==> src/design/pds_pkg.sv <==
`timescale 1ns / 1ps
package pds_pkg;

  localparam int unsigned CfgIdxW   = 3;
  localparam int unsigned CfgDataW  = 32;
  localparam int unsigned RefW      = 28;
  localparam int unsigned HzW       = 32;
  localparam int unsigned FbW       = 10;
  localparam int unsigned RdW       = 8;
  localparam int unsigned StepW     = RefW + 1;
  localparam int unsigned DivNumW   = HzW + 1;
  localparam int unsigned ProdW     = HzW + 4;
  localparam int unsigned FpllW     = StepW + FbW;

  localparam logic [CfgIdxW-1:0] RegRefHz      = 3'd0;
  localparam logic [CfgIdxW-1:0] RegVcoLow     = 3'd1;
  localparam logic [CfgIdxW-1:0] RegVcoHigh    = 3'd2;
  localparam logic [CfgIdxW-1:0] RegFbMin      = 3'd3;
  localparam logic [CfgIdxW-1:0] RegFbMax      = 3'd4;
  localparam logic [CfgIdxW-1:0] RegRdMin      = 3'd5;
  localparam logic [CfgIdxW-1:0] RegRdMax      = 3'd6;
  localparam logic [CfgIdxW-1:0] RegVariant    = 3'd7;

  localparam logic [RefW-1:0] RstRefHz   = 28'd24000000;
  localparam logic [HzW-1:0]  RstVcoLow  = 32'd6000000;
  localparam logic [HzW-1:0]  RstVcoHigh = 32'd320000000;
  localparam logic [FbW-1:0]  RstFbMin   = 10'd12;
  localparam logic [FbW-1:0]  RstFbMax   = 10'd519;
  localparam logic [RdW-1:0]  RstRdMin   = 8'd3;
  localparam logic [RdW-1:0]  RstRdMax   = 8'd129;

  localparam logic [2:0] DefaultSCode = 3'd1;

  function automatic logic [3:0] div_of_code(input logic variant, input logic [2:0] code);
    logic [3:0] d;
    case (code)
      3'd0: d = 4'd10;
      3'd1: d = 4'd2;
      3'd2: d = 4'd8;
      3'd3: d = 4'd4;
      3'd4: d = 4'd5;
      3'd5: d = 4'd7;
      3'd6: d = variant ? 4'd9 : 4'd3;
      default: d = 4'd6;
    endcase
    return d;
  endfunction

  function automatic logic [2:0] code_by_rank(input logic variant, input logic [2:0] rank);
    logic [2:0] c;
    case (rank)
      3'd0: c = 3'd1;
      3'd1: c = variant ? 3'd3 : 3'd6;
      3'd2: c = variant ? 3'd4 : 3'd3;
      3'd3: c = variant ? 3'd7 : 3'd4;
      3'd4: c = variant ? 3'd5 : 3'd7;
      3'd5: c = variant ? 3'd2 : 3'd5;
      3'd6: c = variant ? 3'd6 : 3'd2;
      default: c = 3'd0;
    endcase
    return c;
  endfunction

  typedef enum logic [3:0] {
    StIdle, StScan, StRdTest, StDiv1, StStep, StDiv2, StChk, StEval, StRdNext, StFinish
  } state_e;

  typedef struct packed {
    logic start;
    logic s_step;
    logic s_take;
    logic div1_start;
    logic div2_start;
    logic step_take;
    logic vd_take;
    logic mul_take;
    logic eval;
    logic rd_inc;
    logic out_load;
  } cmd_t;

  typedef struct packed {
    logic s_fit;
    logic s_last;
    logic rd_over;
    logic rd_zero;
    logic div_done;
    logic step_zero;
    logic vd_fits;
    logic better;
    logic exact;
    logic out_free;
  } status_t;

endpackage

==> src/design/pds_div.sv <==
`timescale 1ns / 1ps
module pds_div (
  input  logic                          clk_i,
  input  logic                          rst_ni,
  input  logic                          start_i,
  input  logic [pds_pkg::DivNumW-1:0]   num_i,
  input  logic [pds_pkg::StepW-1:0]     den_i,
  output logic                          busy_o,
  output logic                          done_o,
  output logic [pds_pkg::DivNumW-1:0]   quot_o
);
  localparam int unsigned NW = pds_pkg::DivNumW;
  localparam int unsigned DW = pds_pkg::StepW;
  localparam int unsigned CW = $clog2(NW + 1);

  logic [NW-1:0] num_q, num_d;
  logic [DW-1:0] den_q, den_d;
  logic [DW-1:0] rem_q, rem_d;
  logic [CW-1:0] cnt_q, cnt_d;
  logic          busy_q, busy_d, done_q, done_d;
  logic [DW:0]   trial;
  logic          ge;

  assign trial = {rem_q, num_q[NW-1]};
  assign ge    = trial >= {1'b0, den_q};

  always_comb begin
    num_d  = num_q;
    den_d  = den_q;
    rem_d  = rem_q;
    cnt_d  = cnt_q;
    busy_d = busy_q;
    done_d = 1'b0;
    if (start_i) begin
      num_d  = num_i;
      den_d  = den_i;
      rem_d  = '0;
      cnt_d  = '0;
      busy_d = 1'b1;
    end else if (busy_q) begin
      rem_d = ge ? DW'(trial - {1'b0, den_q}) : trial[DW-1:0];
      num_d = {num_q[NW-2:0], ge};
      cnt_d = cnt_q + 1'b1;
      if (cnt_q == CW'(NW - 1)) begin
        busy_d = 1'b0;
        done_d = 1'b1;
      end
    end
  end

  always_ff @(posedge clk_i or negedge rst_ni) begin
    if (!rst_ni) begin
      busy_q <= 1'b0;
      done_q <= 1'b0;
      cnt_q  <= '0;
    end else begin
      busy_q <= busy_d;
      done_q <= done_d;
      cnt_q  <= cnt_d;
    end
  end

  always_ff @(posedge clk_i) begin
    num_q <= num_d;
    den_q <= den_d;
    rem_q <= rem_d;
  end

  assign busy_o = busy_q;
  assign done_o = done_q;
  assign quot_o = num_q;
endmodule

==> src/design/pds_datapath.sv <==
`timescale 1ns / 1ps
module pds_datapath (
  input  logic                           clk_i,
  input  logic                           rst_ni,
  input  logic                           cfg_valid_i,
  input  logic [pds_pkg::CfgIdxW-1:0]    cfg_index_i,
  input  logic [pds_pkg::CfgDataW-1:0]   cfg_data_i,
  input  logic [pds_pkg::HzW-1:0]        target_i,
  input  logic                           m_ready_i,
  input  pds_pkg::cmd_t                  cmd_i,
  output pds_pkg::status_t               status_o,
  output logic                           div_busy_o,
  output logic                           m_valid_o,
  output logic [2:0]                     out_div_code_o,
  output logic [pds_pkg::FbW-1:0]        vco_code_o,
  output logic [pds_pkg::RdW-1:0]        ref_code_o
);
  logic [pds_pkg::RefW-1:0] ref_hz_q;
  logic [pds_pkg::HzW-1:0]  vco_low_q, vco_high_q;
  logic [pds_pkg::FbW-1:0]  fb_min_q, fb_max_q;
  logic [pds_pkg::RdW-1:0]  rd_min_q, rd_max_q;
  logic                     variant_q;

  always_ff @(posedge clk_i or negedge rst_ni) begin
    if (!rst_ni) begin
      ref_hz_q   <= pds_pkg::RstRefHz;
      vco_low_q  <= pds_pkg::RstVcoLow;
      vco_high_q <= pds_pkg::RstVcoHigh;
      fb_min_q   <= pds_pkg::RstFbMin;
      fb_max_q   <= pds_pkg::RstFbMax;
      rd_min_q   <= pds_pkg::RstRdMin;
      rd_max_q   <= pds_pkg::RstRdMax;
      variant_q  <= 1'b0;
    end else if (cfg_valid_i) begin
      case (cfg_index_i)
        pds_pkg::RegRefHz:   ref_hz_q   <= cfg_data_i[pds_pkg::RefW-1:0];
        pds_pkg::RegVcoLow:  vco_low_q  <= cfg_data_i;
        pds_pkg::RegVcoHigh: vco_high_q <= cfg_data_i;
        pds_pkg::RegFbMin:   fb_min_q   <= cfg_data_i[pds_pkg::FbW-1:0];
        pds_pkg::RegFbMax:   fb_max_q   <= cfg_data_i[pds_pkg::FbW-1:0];
        pds_pkg::RegRdMin:   rd_min_q   <= cfg_data_i[pds_pkg::RdW-1:0];
        pds_pkg::RegRdMax:   rd_max_q   <= cfg_data_i[pds_pkg::RdW-1:0];
        pds_pkg::RegVariant: variant_q  <= cfg_data_i[0];
        default: ;
      endcase
    end
  end

  logic [pds_pkg::HzW-1:0]     target_q, f_q;
  logic [2:0]                  idx_q, s_code_q, res_s_q;
  logic [pds_pkg::RdW:0]       rd_q;
  logic [pds_pkg::StepW-1:0]   step_q;
  logic [pds_pkg::DivNumW-1:0] vd_q;
  logic [pds_pkg::FpllW-1:0]   fpll_q, diff, best_q;
  logic                        have_q;
  logic [pds_pkg::FbW-1:0]     vco_q, res_vco_q;
  logic [pds_pkg::RdW-1:0]     rcode_q, res_ref_q;
  logic                        out_valid_q;
  logic [2:0]                  code;
  logic [pds_pkg::ProdW-1:0]   prod;
  logic                        s_fit, better;
  logic                        div_start, div_done;
  logic [pds_pkg::DivNumW-1:0] div_num, quot;
  logic [pds_pkg::StepW-1:0]   div_den;
  logic [pds_pkg::FpllW-1:0]   f_ext;

  assign code  = pds_pkg::code_by_rank(variant_q, idx_q);
  assign prod  = pds_pkg::ProdW'(target_q) * pds_pkg::ProdW'(pds_pkg::div_of_code(variant_q, code));
  assign s_fit = (prod > pds_pkg::ProdW'(vco_low_q)) && (prod <= pds_pkg::ProdW'(vco_high_q));

  assign div_start = cmd_i.div1_start | cmd_i.div2_start;
  assign div_num   = cmd_i.div1_start
                   ? pds_pkg::DivNumW'({ref_hz_q, 1'b0})
                   : pds_pkg::DivNumW'(f_q) + pds_pkg::DivNumW'(step_q >> 1);
  assign div_den   = cmd_i.div1_start ? pds_pkg::StepW'(rd_q[pds_pkg::RdW-1:0]) : step_q;

  pds_div u_div (
    .clk_i   (clk_i),
    .rst_ni  (rst_ni),
    .start_i (div_start),
    .num_i   (div_num),
    .den_i   (div_den),
    .busy_o  (div_busy_o),
    .done_o  (div_done),
    .quot_o  (quot)
  );

  assign f_ext  = pds_pkg::FpllW'(f_q);
  assign diff   = (fpll_q >= f_ext) ? fpll_q - f_ext : f_ext - fpll_q;
  assign better = !have_q || (diff < best_q);

  always_ff @(posedge clk_i) begin
    if (cmd_i.start) begin
      target_q <= target_i;
      idx_q    <= '0;
      s_code_q <= pds_pkg::DefaultSCode;
      vco_q    <= fb_max_q;
      rcode_q  <= rd_max_q;
    end
    if (cmd_i.s_step) idx_q <= idx_q + 3'd1;
    if (cmd_i.s_take) begin
      f_q      <= prod[pds_pkg::HzW-1:0];
      s_code_q <= code;
      rd_q     <= {1'b0, rd_min_q};
    end
    if (cmd_i.rd_inc)    rd_q   <= rd_q + 1'b1;
    if (cmd_i.step_take) step_q <= quot[pds_pkg::StepW-1:0];
    if (cmd_i.vd_take)   vd_q   <= quot;
    if (cmd_i.mul_take)
      fpll_q <= pds_pkg::FpllW'(step_q) * pds_pkg::FpllW'(vd_q[pds_pkg::FbW-1:0]);
    if (cmd_i.eval && better) begin
      vco_q   <= vd_q[pds_pkg::FbW-1:0] - pds_pkg::FbW'(8);
      rcode_q <= rd_q[pds_pkg::RdW-1:0] - pds_pkg::RdW'(2);
      best_q  <= diff;
    end
    if (cmd_i.out_load) begin
      res_s_q   <= s_code_q;
      res_vco_q <= vco_q;
      res_ref_q <= rcode_q;
    end
  end

  always_ff @(posedge clk_i or negedge rst_ni) begin
    if (!rst_ni) begin
      have_q      <= 1'b0;
      out_valid_q <= 1'b0;
    end else begin
      if (cmd_i.start) have_q <= 1'b0;
      else if (cmd_i.eval && better) have_q <= 1'b1;
      if (cmd_i.out_load) out_valid_q <= 1'b1;
      else if (m_ready_i) out_valid_q <= 1'b0;
    end
  end

  assign status_o.s_fit     = s_fit;
  assign status_o.s_last    = idx_q == 3'd7;
  assign status_o.rd_over   = rd_q > {1'b0, rd_max_q};
  assign status_o.rd_zero   = rd_q == '0;
  assign status_o.div_done  = div_done;
  assign status_o.step_zero = step_q == '0;
  assign status_o.vd_fits   = (vd_q >= pds_pkg::DivNumW'(fb_min_q))
                           && (vd_q <= pds_pkg::DivNumW'(fb_max_q));
  assign status_o.better    = better;
  assign status_o.exact     = diff == '0;
  assign status_o.out_free  = !out_valid_q || m_ready_i;

  assign m_valid_o      = out_valid_q;
  assign out_div_code_o = res_s_q;
  assign vco_code_o     = res_vco_q;
  assign ref_code_o     = res_ref_q;
endmodule

==> src/design/pds_ctrl.sv <==
`timescale 1ns / 1ps
module pds_ctrl (
  input  logic              clk_i,
  input  logic              rst_ni,
  input  logic              in_valid_i,
  output logic              in_ready_o,
  input  pds_pkg::status_t  status_i,
  output pds_pkg::cmd_t     cmd_o,
  output pds_pkg::state_e   state_o
);
  pds_pkg::state_e state_q, state_d;

  always_ff @(posedge clk_i or negedge rst_ni) begin
    if (!rst_ni) state_q <= pds_pkg::StIdle;
    else         state_q <= state_d;
  end

  always_comb begin
    state_d = state_q;
    case (state_q)
      pds_pkg::StIdle:   if (in_valid_i) state_d = pds_pkg::StScan;
      pds_pkg::StScan: begin
        if (status_i.s_fit)       state_d = pds_pkg::StRdTest;
        else if (status_i.s_last) state_d = pds_pkg::StFinish;
      end
      pds_pkg::StRdTest: begin
        if (status_i.rd_over)      state_d = pds_pkg::StFinish;
        else if (status_i.rd_zero) state_d = pds_pkg::StRdNext;
        else                       state_d = pds_pkg::StDiv1;
      end
      pds_pkg::StDiv1:   if (status_i.div_done) state_d = pds_pkg::StStep;
      pds_pkg::StStep:   state_d = status_i.step_zero ? pds_pkg::StRdNext : pds_pkg::StDiv2;
      pds_pkg::StDiv2:   if (status_i.div_done) state_d = pds_pkg::StChk;
      pds_pkg::StChk:    state_d = status_i.vd_fits ? pds_pkg::StEval : pds_pkg::StRdNext;
      pds_pkg::StEval:   state_d = (status_i.better && status_i.exact)
                                 ? pds_pkg::StFinish : pds_pkg::StRdNext;
      pds_pkg::StRdNext: state_d = pds_pkg::StRdTest;
      pds_pkg::StFinish: if (status_i.out_free) state_d = pds_pkg::StIdle;
      default:           state_d = pds_pkg::StIdle;
    endcase
  end

  always_comb begin
    cmd_o      = '0;
    in_ready_o = 1'b0;
    case (state_q)
      pds_pkg::StIdle: begin
        in_ready_o  = 1'b1;
        cmd_o.start = in_valid_i;
      end
      pds_pkg::StScan: begin
        cmd_o.s_take = status_i.s_fit;
        cmd_o.s_step = !status_i.s_fit;
      end
      pds_pkg::StRdTest: cmd_o.div1_start = !status_i.rd_over && !status_i.rd_zero;
      pds_pkg::StDiv1:   cmd_o.step_take  = status_i.div_done;
      pds_pkg::StStep:   cmd_o.div2_start = !status_i.step_zero;
      pds_pkg::StDiv2:   cmd_o.vd_take    = status_i.div_done;
      pds_pkg::StChk:    cmd_o.mul_take   = status_i.vd_fits;
      pds_pkg::StEval:   cmd_o.eval       = 1'b1;
      pds_pkg::StRdNext: cmd_o.rd_inc     = 1'b1;
      pds_pkg::StFinish: cmd_o.out_load   = status_i.out_free;
      default: ;
    endcase
  end

  assign state_o = state_q;
endmodule

==> src/design/pll_divider_search_top.sv <==
`timescale 1ns / 1ps
// Picks output, reference and feedback divider codes for a clock synthesizer from a
// wanted frequency. One request at a time: up to eight output divider codes are scanned,
// then each reference divider from refdiv_min to refdiv_max takes up to two waits on
// the shared 33-step bit-serial divider, plus five control steps for the range test,
// step check, fit check, compare and advance; an exact match ends the search early.
// A finished result sits in an output register, so the next request is taken
// while it waits. Configuration writes are taken every cycle.
module pll_divider_search_top (
  input  logic        clk_i,
  input  logic        rst_ni,
  input  logic        cfg_valid_i,
  output logic        cfg_ready_o,
  input  logic [2:0]  cfg_index_i,
  input  logic [31:0] cfg_data_i,
  input  logic        s_axis_tvalid_i,
  output logic        s_axis_tready_o,
  input  logic [31:0] s_axis_tdata_i,   // [31:0] target_hz
  output logic        m_axis_tvalid_o,
  input  logic        m_axis_tready_i,
  output logic [23:0] m_axis_tdata_o    // [2:0] out_div_code, [12:3] vco_code, [20:13] ref_code
);
  pds_pkg::cmd_t    cmd;
  pds_pkg::status_t status;
  pds_pkg::state_e  state;
  logic             div_busy;
  logic [2:0]       s_code;
  logic [9:0]       vco_code;
  logic [7:0]       ref_code;

  assign cfg_ready_o = 1'b1;

  pds_ctrl u_ctrl (
    .clk_i      (clk_i),
    .rst_ni     (rst_ni),
    .in_valid_i (s_axis_tvalid_i),
    .in_ready_o (s_axis_tready_o),
    .status_i   (status),
    .cmd_o      (cmd),
    .state_o    (state)
  );

  pds_datapath u_dp (
    .clk_i          (clk_i),
    .rst_ni         (rst_ni),
    .cfg_valid_i    (cfg_valid_i),
    .cfg_index_i    (cfg_index_i),
    .cfg_data_i     (cfg_data_i),
    .target_i       (s_axis_tdata_i),
    .m_ready_i      (m_axis_tready_i),
    .cmd_i          (cmd),
    .status_o       (status),
    .div_busy_o     (div_busy),
    .m_valid_o      (m_axis_tvalid_o),
    .out_div_code_o (s_code),
    .vco_code_o     (vco_code),
    .ref_code_o     (ref_code)
  );

  assign m_axis_tdata_o = {3'b000, ref_code, vco_code, s_code};

`ifndef SYNTHESIS
  a_busy_after_accept: assert property (@(posedge clk_i) disable iff (!rst_ni)
    s_axis_tvalid_i && s_axis_tready_o |=> !s_axis_tready_o)
    else $error("request taken while search running");
  a_div_idle: assert property (@(posedge clk_i) disable iff (!rst_ni)
    state == pds_pkg::StIdle |-> !div_busy)
    else $error("divider busy while idle");
  a_load_free: assert property (@(posedge clk_i) disable iff (!rst_ni)
    cmd.out_load |-> (!m_axis_tvalid_o || m_axis_tready_i))
    else $error("result overwritten");
`endif
endmodule
==> config.mk <==
export PLATFORM = sky130hd
export DESIGN_NAME = pll_divider_search_top
export DESIGN_NICKNAME = d
export VERILOG_FILES = /design/src/design/pds_pkg.sv /design/src/design/pds_div.sv /design/src/design/pds_datapath.sv /design/src/design/pds_ctrl.sv /design/src/design/pll_divider_search_top.sv
export SDC_FILE = /design/constraint.sdc
export NUM_CORES = 2
export LEC_CHECK = 0
export BUFFER_PORTS_ARGS = -buffer_cell sky130_fd_sc_hd__buf_2
export CORE_UTILIZATION = 66
export CTS_BUF_LIST = sky130_fd_sc_hd__clkbuf_4 sky130_fd_sc_hd__clkbuf_8
export DETAILED_ROUTE_END_ITERATION = 10
export PLACE_DENSITY_LB_ADDON = 0.25
export SYNTH_ARGS = -nofsm -noshare
export SYNTH_HDL_FRONTEND = slang
export SYNTH_SLANG_ARGS = --single-unit
export TNS_END_PERCENT = 100
==> constraint.sdc <==
create_clock -name clk_i -period 11.35 [get_ports clk_i]
set_input_delay 1.7025 -clock clk_i [delete_from_list [all_inputs] [get_ports clk_i]]
set_output_delay 1.7025 -clock clk_i [all_outputs]
set_load 0.05 [all_outputs]
Word-level counts from Yosys, hierarchy flattened
Cells that the tools add are included.

word-level totals
  input bits = 72
  logic and storage cells = 182
  bits in registers = 492
  output and inout port bits = 27

operators by class
  equal/unequal tests = 35
  multiplexer cells = 60
  bitwise logic cells = 1
  magnitude comparators = 8
  add/sub/neg operators = 9
  multipliers = 2
  reductions and logical operators = 35

operator list
  cell                                              count
  33-bit 2-to-1 mux                                 3
  4-bit 2-to-1 mux                                  11
  4-bit case mux with 10 select lines               1
  39-bit by 32-bit >= comparator with 1-bit output  1
  39-bit logical NOT                                1
  39-bit less-than comparator                       1
  29-bit by 10-bit multiplier with 39-bit output    1
  39-bit 2-to-1 mux                                 1
  32-bit by 39-bit subtractor with 39-bit output    1
  39-bit by 32-bit subtractor with 39-bit output    1
  36-bit by 32-bit > comparator with 1-bit output   1
  36-bit by 32-bit <= comparator with 1-bit output  1
  32-bit by 4-bit multiplier with 36-bit output     1
  32-bit by 28-bit adder with 33-bit output         1
  3-bit equality test, second input constant        11
  33-bit by 10-bit >= comparator with 1-bit output  1
  33-bit by 10-bit <= comparator with 1-bit output  1
  30-bit by 29-bit >= comparator with 1-bit output  1
  29-bit logical NOT                                1
  29-bit 2-to-1 mux                                 1
  29-bit subtractor                                 1
  4-bit case mux with 7 select lines                1
  3-bit 2-to-1 mux                                  8
  8-bit 2-to-1 mux                                  3
  32 further kinds                                  95

Logic depth before layout (Yosys ltp)
  word-level depth = 11
  gate-level depth with buffers = 40
  gate-level depth less buffers = 39

Modules after synthesis
Synthesis repeated with hierarchy kept, for this count alone.

second synthesis, totals
  cell total of the unflattened synthesis = 4202
  area, all modules = 41363.4 um^2

modules (own cells, without submodules)
  module                  sequential area each (um^2)  area an instance (um^2)  cells an instance  instances
  pds_datapath            11073.1                      35218.8                  3601               1
  pds_div                 2642.5                       5562.8                   523                1
  pds_ctrl                100.1                        544.3                    72                 1
  pll_divider_search_top  0.0                          37.5                     6                  1

Least setup slack after synthesis
Ideal clock, no wire load.

  kind = register to register
  from = reg u_dp.idx_q[0]
  to = reg u_dp.f_q[0] (netlist name), enable pin
  required time = 10.976 ns
  library setup time = 0.374 ns
  clock period less this slack = 7.976 ns
  path buffers = 1
  cell stages (with the launch flop) = 33
  arrival = 7.602 ns
  setup slack = 3.374 ns
  cells stage by stage = edfxtp_1 -> ha_1 -> ha_1 -> a211oi_1 -> a21oi_1 -> o21ai_0 -> o21ai_0 -> mux2_2 -> clkbuf_1 -> and2_1 -> fa_1 -> inv_1 -> fa_1 -> inv_1 -> ha_1 -> o21a_1 -> a2111oi_4 -> o31ai_2 -> a221o_1 -> a221o_1 -> a211oi_2 -> o21bai_1 -> xor2_1 -> ha_1 -> a21o_1 -> a21o_1 -> a21oi_1 -> o311ai_0 -> o21ai_0 -> and3_1 -> o211ai_2 -> or3_4 -> inv_2

RTL lines
  what                    line                 source
  from (decl)             pds_datapath.sv:50   logic [2:0] idx_q, s_code_q, res_s_q;
  from (signal assigned)  pds_datapath.sv:100  if (cmd_i.s_step) idx_q <= idx_q + 3'd1;
  to (signal assigned)    pds_datapath.sv:102  f_q <= prod[pds_pkg::HzW-1:0];
  to (decl)               pds_datapath.sv:49   logic [pds_pkg::HzW-1:0] target_q, f_q;

==> impl_results.md <==
- Crit-path leading delay family: compound AO/OA/AOI/OAI gates
- Post-Layout Cell Count: 5266
- Final instance area: ~44000 µm²
- Total track usage: 0.351
- Io pins: 99
- Clock skew: 59.8 ps
- Drt wl/cell: 20.7 µm
- # nets final: around 5000
- Number of synthesized flops with an enable pin: 320
- Buffer count from post-CTS setup fixing: 0
- Root buffer cell: clkbuf_8
- Post-Syn Area per Cell: 9.59 µm²
- FFs w/ async S/R, synth: 0.291
- Setup TNS after final layout: 0 ps
- Most frequent cells in the layout: inv_1, nand2_1, ha_1
- Core Area: slightly above 60000 µm²
- # setup viols final: 0
- Slew headroom: 0.193
- Initial DRC count: 2604
- Primary FF master, synth: edfxtp_1
- Final Hold Viols: 0
- Clk_lat worst skew: 740 ps
- Final Cycle Share: 0.838
- Post-Syn Area: 41400 µm²
- Dpl cells: 5103
- Cell variety after synth: 98
- CP max stage delay: about 800 ps
- Seq/Total Area, Yosys: 0.334
- Setup CP Type: flip-flop to flip-flop
- Post-CTS sizing: 0
- Max-cap check violation count: 0
- Initial antenna violation count: 5
- CP max stage cell: o21a_1
- Setup crit start kind: flip-flop
- Critical path buffers and inverters: 2
- Worst-margin pin slew: 1210 ps
- Clock transition at path regs: 60 ps
- Die area: between 60000 and 70000 µm²
- Largest net degree at the start of global routing: 77
- Vias: 32200
- H-tree levels: 3
- CTS tree: done
- Number of core rows: 91
- Final ANT Viol Nets: 0
- Status: finished, final reports clean
- DRC Markers: 0
- Post-Syn Instances: 4318
- Most common cell on crit path: ha_1
- CTS Sinks: 492
- Commonest non-fill, non-tap cell in the layout: inv_1
- DPL Wire Length: 82.7 mm
- Minimum clock period: around 9500 ps
- Worst setup EP type: flip-flop
- Number of vias per cell: 6.11
- Total of warnings raised by yosys: 0
- Required time of the critical path: 11690 ps
- Clock buffer depth: 3
- Fillers: ~4600
- Yosys reg bits: roughly 490
- Global route overflow: 0
- Post-place instance area: approximately 43000 µm²
- Unrepaired setup endpoints after global routing: false
- Layout area overhead: 7.32%
- Vias in the first global route: 32300
- GPL Wtd Cong: 0.965
- Die height: between 200 and 300 µm
- Number of buffers created by CTS: 86
- PortBufs: 94
- Post-Route WL: between 100 and 150 mm
- Final hold slack: ~400 ps
- Hold WC Path Type: flip-flop to flip-flop
- Critical Path AT: between 9000 and 10000 ps
- Chip width: around 250 µm
- Proportion of layout cells with a drive suffix above 1: 0.101
- Highest Clock Rate: 0.105 GHz
- Initial Utilization: 0.670
- Post-CTS Hold Buffers: 0
- First-pass GRT wire length: ~170 mm
- Pre-antenna DRT Iters: 6
- Critical path peak fanout: 34
- Max-slew violation count: 0
## cells in the mapped netlist, drive strengths merged (33+ instances only)
library cell | number | area share
a211oi | 43 | 0.0082
a21o | 114 | 0.021
a21oi | 220 | 0.027
and2 | 238 | 0.036
buf | 35 | 0.0047
clkbuf | 149 | 0.014
dfrtp | 105 | 0.063
dfstp | 38 | 0.024
edfxtp | 320 | 0.23
fa | 278 | 0.13
ha | 378 | 0.11
inv | 537 | 0.049
mux2 | 62 | 0.017
nand2 | 486 | 0.044
nand3 | 58 | 0.0071
nand4 | 65 | 0.010
nor2 | 188 | 0.017
nor2b | 33 | 0.0050
nor3 | 61 | 0.0075
o21a | 47 | 0.0085
o21ai | 275 | 0.033
xnor2 | 91 | 0.019
xor2 | 57 | 0.012
## worst paths after layout
path	startpoint	cells after the start	end	slack (ps)
worst min-delay path	u_dp.vco_q[7]	0	u_dp.vco_code_o[7]	410
min in group asynchronous	rst_ni	1	u_dp.vco_low_q[29]	970
worst max-delay path	u_dp.idx_q[0]	29	u_dp.f_q[28]	1840
max in group asynchronous	rst_ni	2	u_dp.u_div.busy_o	8820
worst min register to register	u_dp.vco_q[7]	0	u_dp.vco_code_o[7]	410
worst max register to register	u_dp.idx_q[0]	29	u_dp.f_q[28]	1840
## kinds of logic after synthesis
| family | share of synthesized area |
|---|---|
| simple gates | 0.154 |
| compound gates | 0.144 |
| buf+inv | 0.0668 |
| fa+ha+maj | 0.249 |
| flops | 0.334 |
| xor+xnor | 0.0315 |
| mux | 0.0214 |
| other cells | 0.000181 |
## metal layers
layer / track usage / part of all wire / up-vias / routed length [µm]
met5: 0 / 0.00021 / - / 23
met3: 0.0807 / 0.089 / 283 / 9720
met1: 0.456 / 0.41 / 15600 / 44200
met4: 0.159 / 0.047 / 4 / 5100
li1: - / - / 14900 / -
met2: 0.562 / 0.46 / 1360 / 49900
## metrics by stage
stage	util	setup WS, ps
finish	0.719	1840
global route	0.719	1220
CTS	0.719	1850
detailed placement	0.688	1930
global placement	0.688	2090
floorplan	-	3370
## state kept, by name, indices dropped and copies added, names as in the netlist, 28 cells and up
signal,cells
u_dp.best_q,39
u_dp.fpll_q,39
u_dp.u_div.quot_o,33
u_dp.vd_q,33
u_dp.f_q,32
u_dp.target_q,32
u_dp.vco_high_q,32
u_dp.vco_low_q,32
u_dp.step_q,29
u_dp.u_div.den_q,29
u_dp.u_div.rem_q,29
u_dp.ref_hz_q,28
## layout make-up
class / instances / area (µm²) / area share
timing repair buffer: 130 / 747 / 0.0168
tap: 837 / 1050 / 0.0236
clock buffer: 137 / 1640 / 0.0369
antenna: 1 / 2.50 / 0.0000563
sequential: 492 / 13800 / 0.311
multi-input combinational: 3107 / 24900 / 0.560
inverter: 537 / 2020 / 0.0453
clock inverter: 25 / 272 / 0.00611
Power is left out: the tool's default activity adds up to more than one toggle a clock period on the data nets, which glitch-free logic cannot reach.
